--- config.mk ---
export PLATFORM = sky130hd
export DESIGN_NAME = rbsfu_slab
export DESIGN_NICKNAME = d
export VERILOG_FILES = /design/src/assert_macros.svh /design/src/rbsfu_pkg.sv /design/src/rbsfu_slab.sv
export SDC_FILE = /design/constraint.sdc
export NUM_CORES = 2
export LEC_CHECK = 0
export ABC_AREA = 1
export BUFFER_PORTS_ARGS = -buffer_cell sky130_fd_sc_hd__buf_4
export CORE_AREA = 2 2 365 367
export DETAILED_ROUTE_END_ITERATION = 12
export DIE_AREA = 0 0 367 369
export PLACE_DENSITY = 0.55
export SYNTH_ARGS = -nofsm -noshare
export SYNTH_HDL_FRONTEND = slang
export SYNTH_SLANG_ARGS = --single-unit
--- constraint.sdc ---
create_clock -name i_clk -period 5.82 [get_ports i_clk]
set_input_delay 0 -clock i_clk [delete_from_list [all_inputs] [get_ports i_clk]]
set_output_delay 0 -clock i_clk [all_outputs]
set_load 0.005 [all_outputs]
--- src/assert_macros.svh ---
// ----------------------------------------------------------------------------
// assertion macros
// shared concurrent assertion forms for the ray/box slab test block
// ----------------------------------------------------------------------------
`ifndef ASSERT_MACROS_SVH
`define ASSERT_MACROS_SVH

// same-cycle implication, disabled while reset is asserted
`define RBSFU_ASSERT_IMP(lbl, clk, rst_n, ante, cons) \
    lbl: assert property (@(posedge clk) disable iff (!rst_n) (ante) |-> (cons)) \
        else $error("assertion failed: same-cycle implication violated");

// next-cycle implication, disabled while reset is asserted
`define RBSFU_ASSERT_NXT(lbl, clk, rst_n, ante, cons) \
    lbl: assert property (@(posedge clk) disable iff (!rst_n) (ante) |=> (cons)) \
        else $error("assertion failed: next-cycle implication violated");

`endif

--- src/rbsfu_pkg.sv ---
// ----------------------------------------------------------------------------
// rbsfu_pkg
// types and constants shared by the ray/box slab test pipeline
// ----------------------------------------------------------------------------
`default_nettype none

package rbsfu_pkg;

    // face u/v format
    localparam int          UV_BITS  = 16;
    localparam logic [16:0] UV_ONE   = 17'h10000;
    localparam logic [30:0] DIST_MAX = 31'h7fffffff;

    // face codes
    localparam logic [2:0] FACE_NEG_Z = 3'd0;
    localparam logic [2:0] FACE_POS_Z = 3'd1;
    localparam logic [2:0] FACE_POS_X = 3'd2;
    localparam logic [2:0] FACE_NEG_X = 3'd3;
    localparam logic [2:0] FACE_POS_Y = 3'd4;
    localparam logic [2:0] FACE_NEG_Y = 3'd5;

    // axis codes
    localparam logic [1:0] AXIS_X = 2'd0;
    localparam logic [1:0] AXIS_Y = 2'd1;
    localparam logic [1:0] AXIS_Z = 2'd2;

    // register indexes
    localparam logic [2:0] CFG_MIN_X = 3'd0;
    localparam logic [2:0] CFG_MIN_Y = 3'd1;
    localparam logic [2:0] CFG_MIN_Z = 3'd2;
    localparam logic [2:0] CFG_MAX_X = 3'd3;
    localparam logic [2:0] CFG_MAX_Y = 3'd4;
    localparam logic [2:0] CFG_MAX_Z = 3'd5;

    // ray request
    typedef struct packed {
        logic signed [31:0] origin_x;
        logic signed [31:0] origin_y;
        logic signed [31:0] origin_z;
        logic signed [31:0] direction_x;
        logic signed [31:0] direction_y;
        logic signed [31:0] direction_z;
    } t_ray_req;

    // ray result
    typedef struct packed {
        logic        hit;
        logic [30:0] entry_dist;
        logic [2:0]  entry_face;
        logic [16:0] entry_u;
        logic [16:0] entry_v;
        logic [30:0] exit_dist;
        logic [2:0]  exit_face;
        logic [16:0] exit_u;
        logic [16:0] exit_v;
    } t_ray_res;

    // one hit point to evaluate: slab stage to face stage
    typedef struct packed {
        logic        hit;
        logic [1:0]  axis;
        logic        neg;
        logic [30:0] distance;
    } t_point_req;

    // evaluated hit point
    typedef struct packed {
        logic        hit;
        logic [30:0] distance;
        logic [2:0]  face;
        logic [16:0] u;
        logic [16:0] v;
    } t_point_res;

    // context riding alongside the slab dividers; qneg[2i] lower bound, [2i+1] upper
    typedef struct packed {
        t_ray_req   req;
        logic [5:0] qneg;
    } t_div_ctx;

endpackage

`default_nettype wire

--- src/rbsfu_slab.sv ---
// ----------------------------------------------------------------------------
// rbsfu_slab
// slab interval ordering, entry/exit reduction and hit decision
// ----------------------------------------------------------------------------
`default_nettype none

module rbsfu_slab #(
    parameter int QW = 49
) (
    input  logic                     i_clk,
    input  logic                     i_rst_n,
    input  logic                     i_vld,
    input  rbsfu_pkg::t_div_ctx      i_ctx,
    input  logic [5:0][QW-1:0]       i_quo,
    input  logic [2:0][31:0]         i_lo,
    input  logic [2:0][31:0]         i_hi,
    output logic                     o_vld,
    output rbsfu_pkg::t_ray_req      o_req,
    output rbsfu_pkg::t_point_req    o_entry,
    output rbsfu_pkg::t_point_req    o_exit
);

    localparam int TW = QW + 1;

    logic signed [31:0] w_o [3];
    logic signed [31:0] w_d [3];

    assign w_o[0] = i_ctx.req.origin_x;
    assign w_o[1] = i_ctx.req.origin_y;
    assign w_o[2] = i_ctx.req.origin_z;
    assign w_d[0] = i_ctx.req.direction_x;
    assign w_d[1] = i_ctx.req.direction_y;
    assign w_d[2] = i_ctx.req.direction_z;

    // stage 1: signed slab distances, ordered per axis
    logic signed [TW-1:0] n1_near [3];
    logic signed [TW-1:0] n1_far  [3];
    logic                 n1_en   [3];
    logic                 n1_par  [3];
    logic                 n1_out  [3];

    always_comb begin
        for (int i = 0; i < 3; i++) begin
            logic signed [TW-1:0] ta;
            logic signed [TW-1:0] tb;
            ta = $signed({1'b0, i_quo[2*i]});
            tb = $signed({1'b0, i_quo[2*i+1]});
            if (i_ctx.qneg[2*i]) ta = -ta;
            if (i_ctx.qneg[2*i+1]) tb = -tb;
            n1_par[i] = (w_d[i] == 32'sd0);
            n1_out[i] = (w_o[i] < $signed(i_lo[i])) || (w_o[i] > $signed(i_hi[i]));
            if (ta > tb) begin
                n1_near[i] = tb;
                n1_far[i]  = ta;
                n1_en[i]   = 1'b0;
            end else begin
                n1_near[i] = ta;
                n1_far[i]  = tb;
                n1_en[i]   = 1'b1;
            end
        end
    end

    logic                 r1_vld;
    rbsfu_pkg::t_ray_req  r1_req;
    logic signed [TW-1:0] r1_near [3];
    logic signed [TW-1:0] r1_far  [3];
    logic                 r1_en   [3];
    logic                 r1_par  [3];
    logic                 r1_miss;

    always_ff @(posedge i_clk) begin
        if (!i_rst_n) begin
            r1_vld <= 1'b0;
        end else begin
            r1_vld <= i_vld;
        end
        r1_req  <= i_ctx.req;
        r1_miss <= (n1_par[0] && n1_out[0]) || (n1_par[1] && n1_out[1]) ||
                   (n1_par[2] && n1_out[2]);
        for (int i = 0; i < 3; i++) begin
            r1_near[i] <= n1_near[i];
            r1_far[i]  <= n1_far[i];
            r1_en[i]   <= n1_en[i];
            r1_par[i]  <= n1_par[i];
        end
    end

    // stage 2: latest entry and earliest exit, lower axis wins ties
    logic                 n2_have;
    logic signed [TW-1:0] n2_tmin;
    logic signed [TW-1:0] n2_tmax;
    logic [1:0]           n2_eax;
    logic                 n2_eneg;
    logic [1:0]           n2_xax;
    logic                 n2_xneg;

    always_comb begin
        n2_have = 1'b0;
        n2_tmin = '0;
        n2_tmax = '0;
        n2_eax  = rbsfu_pkg::AXIS_X;
        n2_eneg = 1'b0;
        n2_xax  = rbsfu_pkg::AXIS_X;
        n2_xneg = 1'b0;
        for (int i = 0; i < 3; i++) begin
            if (!r1_par[i]) begin
                if (!n2_have || r1_near[i] > n2_tmin) begin
                    n2_tmin = r1_near[i];
                    n2_eax  = 2'(i);
                    n2_eneg = r1_en[i];
                end
                if (!n2_have || r1_far[i] < n2_tmax) begin
                    n2_tmax = r1_far[i];
                    n2_xax  = 2'(i);
                    n2_xneg = !r1_en[i];
                end
                n2_have = 1'b1;
            end
        end
    end

    logic                 r2_vld;
    rbsfu_pkg::t_ray_req  r2_req;
    logic                 r2_have;
    logic                 r2_miss;
    logic signed [TW-1:0] r2_tmin;
    logic signed [TW-1:0] r2_tmax;
    logic [1:0]           r2_eax;
    logic                 r2_eneg;
    logic [1:0]           r2_xax;
    logic                 r2_xneg;

    always_ff @(posedge i_clk) begin
        if (!i_rst_n) begin
            r2_vld <= 1'b0;
        end else begin
            r2_vld <= r1_vld;
        end
        r2_req  <= r1_req;
        r2_have <= n2_have;
        r2_miss <= r1_miss;
        r2_tmin <= n2_tmin;
        r2_tmax <= n2_tmax;
        r2_eax  <= n2_eax;
        r2_eneg <= n2_eneg;
        r2_xax  <= n2_xax;
        r2_xneg <= n2_xneg;
    end

    // clamp a distance to the unsigned output range
    function automatic logic [30:0] sat_dist(input logic signed [TW-1:0] t);
        logic [30:0] res;
        if (t[TW-1]) begin
            res = '0;
        end else if (|t[TW-2:31]) begin
            res = rbsfu_pkg::DIST_MAX;
        end else begin
            res = t[30:0];
        end
        return res;
    endfunction

    // stage 3: hit decision, fall back to exit when origin is inside
    logic                 n3_hit;
    logic                 n3_inside;
    logic signed [TW-1:0] n3_thit;

    assign n3_hit    = r2_have && !r2_miss && !(r2_tmin > r2_tmax) && !r2_tmax[TW-1];
    assign n3_inside = r2_tmin[TW-1];
    assign n3_thit   = n3_inside ? r2_tmax : r2_tmin;

    logic                  r3_vld;
    rbsfu_pkg::t_ray_req   r3_req;
    rbsfu_pkg::t_point_req r3_entry;
    rbsfu_pkg::t_point_req r3_exit;

    always_ff @(posedge i_clk) begin
        if (!i_rst_n) begin
            r3_vld <= 1'b0;
        end else begin
            r3_vld <= r2_vld;
        end
        r3_req            <= r2_req;
        r3_entry.hit      <= n3_hit;
        r3_entry.axis     <= n3_inside ? r2_xax : r2_eax;
        r3_entry.neg      <= n3_inside ? r2_xneg : r2_eneg;
        r3_entry.distance <= sat_dist(n3_thit);
        r3_exit.hit       <= n3_hit;
        r3_exit.axis      <= r2_xax;
        r3_exit.neg       <= r2_xneg;
        r3_exit.distance  <= sat_dist(r2_tmax);
    end

    assign o_vld   = r3_vld;
    assign o_req   = r3_req;
    assign o_entry = r3_entry;
    assign o_exit  = r3_exit;

endmodule

`default_nettype wire

== Word-level counts from Yosys, hierarchy flattened ==
Memories as Yosys holds them, arrays and structs flattened.
Index checks and enable logic that the tools add are counted.
W data, S select, Z words.

* $add $sub $neg: 6
* Magnitude comparators: 14
* Multiplexer cells: 50
* Reduce and logical (&&, ||, !) cells: 27

{| class="wikitable"
|+ Operators with widths
! cell !! count
|-
| $mux W50 || 23
|-
| $gt A50 B50 Y1 || 6
|-
| $neg A49 Y50 || 6
|-
| $lt A50 B50 Y1 || 2
|-
| $gt A32 B32 Y1 || 3
|-
| $logic_not A32 Y1 || 3
|-
| $lt A32 B32 Y1 || 3
|-
| $mux W31 || 2
|-
| $reduce_or A18 Y1 || 2
|-
| $mux W1 || 20
|-
| $mux W2 || 5
|-
| $logic_or A1 B1 Y1 || 9
|-
| $logic_not A1 Y1 || 7
|-
| $logic_and A1 B1 Y1 || 6
|}

* Register bits after elaboration: 757
* Memory bits (writable): 306
* Output and inout port bits: 263
* Word-level logic and storage cells: 138
* Memories kept: 4

{| class="wikitable"
|+ Memories
! name !! words !! bits a word !! rd ports !! clocked after Yosys merged registers in !! wr ports !! line !! source
|-
| r1_far || 3 || 50 || 3 || 0 || 3 || rbsfu_slab.sv:67 || <nowiki>logic signed [TW-1:0] r1_far [3];</nowiki>
|-
| r1_near || 3 || 50 || 3 || 0 || 3 || rbsfu_slab.sv:66 || <nowiki>logic signed [TW-1:0] r1_near [3];</nowiki>
|-
| r1_en || 3 || 1 || 3 || 0 || 3 || rbsfu_slab.sv:68 || <nowiki>logic r1_en [3];</nowiki>
|-
| r1_par || 3 || 1 || 3 || 0 || 3 || rbsfu_slab.sv:69 || <nowiki>logic r1_par [3];</nowiki>
|}

== Depth between registers and ports, before layout ==
An unclocked memory read counts as a cell.

* Word-level depth: 10
* Mapped depth: 41
* Gate-level depth less buffers: 36

== Worst setup path before layout ==
No wires, ideal clock.

* Kind: flip-flop to flip-flop
* From: memory r1_par[0][0]
* To: register r2_tmax[10]
* Library setup time: 0.060 ns
* Data arrival time: 5.090 ns
* Data required time: 5.760 ns
* Slack: 0.670 ns
* Cell stages (with the launch flop): 37
* Path buffers: 5
* Cells stage by stage: dfxtp_1 > inv_1 > clkbuf_1 > clkbuf_1 > buf_1 > nand2_1 > ha_1 > a21oi_1 > o21ai_0 > nor3b_1 > o21ai_0 > nand2_1 > nand2_1 > nand3_1 > nand2_1 > nand2_1 > nand2_1 > clkinv_1 > clkbuf_1 > o21a_1 > o21ai_0 > o21ai_0 > inv_1 > ha_1 > a21oi_1 > nor2_1 > a211oi_1 > o21a_1 > o21ai_0 > nand2_1 > o211ai_1 > a21oi_1 > nand3_1 > nand3_2 > clkbuf_1 > nand3_1 > nand2_1

{| class="wikitable"
|+ RTL lines
! item !! line !! source
|-
| start, declared || rbsfu_slab.sv:69 ||
|-
| end signal, assigned || rbsfu_slab.sv:144 || <nowiki>r2_tmax <= n2_tmax;</nowiki>
|-
| end, declared || rbsfu_slab.sv:128 || <nowiki>logic signed [TW-1:0] r2_tmax;</nowiki>
|}

==> summary.md <==
| Metric | Value |
|---|---|
| Crit path max-delay family | buffers and inverters |
| Ys flop type | dfxtp_1 |
| Seq/Total Area, Yosys | 42.2% |
| Ports | 950 |
| Final critical-path required period | 5.54 ns |
| CTS tree | built |
| WP data arrival | 6.15 ns |
| Hold slack | -0.00102 ns |
| DRC | 0 |
| Synth cell types | 71 |
| Max-slew violations | 0 |
| Final worst-path cycle share | 95.2% |
| Final WL | 210,000 um |
| Most frequent cells in the layout | nand2_1 (1,177), dfxtp_1 (1,063), buf_4 (1,055) |
| DR WL/cell | 21.0 um |
| Iteration-0 DRC count of the detailed router | 3,417 |
| First-pass GRT wire length | 306,000 um |
| Syn. warnings | 0 |
| # port buffers | 949 |
| Core area | 0.131 sq mm |
| Main combinational cell family by area after synthesis | simple AND/OR/NAND/NOR gates |
| EDFF count, synth | 0 |
| Setup slack after layout | 0.282 ns |
| Post-synthesis simple-gate area fraction | 17.8% |
| Number of CTS-inserted buffers | 111 |
| Crit path kind | reg2reg |
| Required time worst endpoint | 6.44 ns |
| Syn Inst Count | 6,149 |
| Pre-antenna DRT Iters | 6 |
| Final #Nets | 9,443 |
| Area leader, netlist | dfxtp_1 |
| Placer Congestion | 0.999 |
| Post-synthesis xor/xnor area fraction | 5.05% |
| Mean Syn Cell Area | 8.20 sq um |
| Total vias in the final route | 49.6k |
| Total GRT Usage | 29.9% |
| Final hold vios | 1 |
| CTS HTree Levels | 3 |
| Num Clock Sinks | 1,063 |
| Max-Cap Viols | 0 |
| Final setup fails | 0 |
| Syn Nets | 7,429 |
| Hold Path Depth | 5 |
| Post-DRT Antenna Nets | 0 |
| DP Worst Slack | -0.106 ns |
| Slowest CP cell | o211ai_1 |
| Root Buffer | clkbuf_16 |
| Vias in the first global route | 48.6k |
| Worst slew pin tran | 1.16 ns |
| Slew margin rel. | 22.9% |
| Clock transition at path regs | 0.06 ns |
| Post-synthesis compound-gate area fraction | 12.5% |
| Synth top area cells | dfxtp_1 (42%), ha_1 (15%), nand2_1 (8.8%) |
| DIE HEIGHT | 369 um |
| Share of the synthesized area in the top cell type | 42.2% |
| GRT Residual Overflow | 0 |
| Worst Reg-to-Reg Cells | 35 |
| Skew final | 0.0580 ns |
| Layout cells sized above 1 | 17.0% |
| Die width | 367 um |
| DP Cell Count | 8,802 |
| Full die area | 0.135 sq mm |
| Final Power | 33.2 mW |
| Vias/cell | 4.94 |
| Type of origin of the critical path | flip-flop |
| Status | complete, but fails checks |
| CP Depth | 35 |
| Flops & latches, synth | 1,063 |
| Fill cells | 11.9k |
| Crit end category | flip-flop |
| Buffer depth of the longest clock path | 3 |
| Failing checks | negative hold slack |
| Fmax | 0.181 GHz |
| Hold crit path type | in2reg |
| Worst VDD drop | 0.554 mV |
| Commonest non-fill, non-tap cell in the layout | nand2_1 |
| Mux cell area share after synthesis | 0% |
| Estimated wirelength of the detail-placed design | 169,000 um |
| Area grow syn2layout | 47.9% |
| Initial antenna violation count | 17 |
| Clock Latency Late Sink | 0.76 ns |
| CP max stage delay | 0.38 ns |
| Initial Utilization | 38.4% |
| Pwr dens | 445 mW/mm^2 |
| Post-synth ARST share | 0% |
| Crit Path Max Fanout | 26 |
| Mapped Area | 0.0504 sq mm |
| # rows | 133 |
| Final non-filler cell total | 10.0k |
| Most used cell, CP | nand2_1 |
| Largest net degree at the start of global routing | 104 |
| Post-Synth Adder-Cell Area | 14.7% |
| WP buf/inv | 11 |
| Pleak | 36.0 nW |
[final cells by class]
| cell class | instances | area (sq um) | share of cell area [%] |
|---|---|---|---|
| timing repair buffer | 2082 | 18500 | 24.8 |
| antenna | 15 | 37.5 | 0.0503 |
| multi-input combinational | 4078 | 25500 | 34.1 |
| clock inverter | 56 | 833 | 1.12 |
| sequential | 1063 | 21300 | 28.5 |
| clock buffer | 151 | 3150 | 4.22 |
| tap | 1755 | 2200 | 2.94 |
| inverter | 827 | 3120 | 4.18 |
[cell usage after synthesis, drive strengths merged, types with 93 or more instances]
cell,number
a21oi,346
clkbuf,148
dfxtp,1063
ha,593
inv,822
nand2,1188
nand3,217
nand4,96
nor2,366
o21ai,509
xnor2,93
xor2,196
[kinds of logic after synthesis]
kind of cell,after synthesis
buffers and inverters,1008
adders and majority gates,593
and+or+nand+nor,2079
DFF,1063
xor gates and xnor gates,289
AOI/OAI and AO/OA,1117
[registers in the layout, summed over array words and instances, names as in the netlist, 2 cells and up]
| signal | count |
|---|---|
| o_req | 192 |
| r1_req | 192 |
| r2_req | 192 |
| r1_far | 150 |
| r1_near | 150 |
| r2_tmax | 50 |
| r2_tmin | 50 |
| o_exit | 35 |
| o_entry | 34 |
| r1_en | 3 |
| r1_par | 3 |
| r2_eax | 2 |
| r2_xax | 2 |
[power breakdown]
part,switching (mW),total (mW),internal (mW)
clock,3.18,7.56,4.38
combinational,9.11,15.5,6.42
sequential,1.21,10.1,8.87
[layer usage]
metal / up-vias / share of wire, % / GRT usage, %
li1: 24388 / - / -
met1: 23186 / 42 / 36.9
met2: 1668 / 49 / 52.6
met3: 337 / 5.6 / 3.77
met4: 0 / 4.0 / 11.6
met5: - / 0 / 0
[stage by stage]
stage                     hold slack (ns)  area (sq um)  TNS (ns)  util, %
after floorplan                    0.0277         50400         0        -
after global placement              0.115         60200    -0.625     45.9
after detailed placement            0.115         60200     -3.88     45.9
after CTS                         0.00128         74200         0     56.6
after global routing               0.0267         74600    -0.657     56.9
final                            -0.00102         74600         0     56.9
[final timing paths]
kind | from | slack, ns | to
min reg2reg | r2_req[146] | 0.28 | o_req[146]
min | i_ctx[2] | -0.001 | r1_far[0][69]
max | r1_par[0][0] | 0.28 | r2_tmin[1]
max reg2reg | r1_par[0][0] | 0.28 | r2_tmin[1]
[worst reg2reg max path, delay by kind of cell (launching register included)]
family | cells | cell delay [ns]
AO/OA/AOI/OAI | 6 | 1.34
adder cells (fa/ha/maj) | 2 | 0.60
buffers and inverters | 11 | 1.71
flip-flops | 1 | 0.32
AND/OR/NAND/NOR | 16 | 1.45
[repair_timing]
action / 4_1_cts / 5_1_grt
hold endpoints to repair: 499 / 0
gates resized for setup: 1 / 62
setup endpoints to repair: 53 / 349
cloned: 0 / 4
setup buffers: 0 / 3
pin swaps: 0 / 4
hold buffers: 996 / 0
No activity file was read; power rests on OpenSTA's default activity.
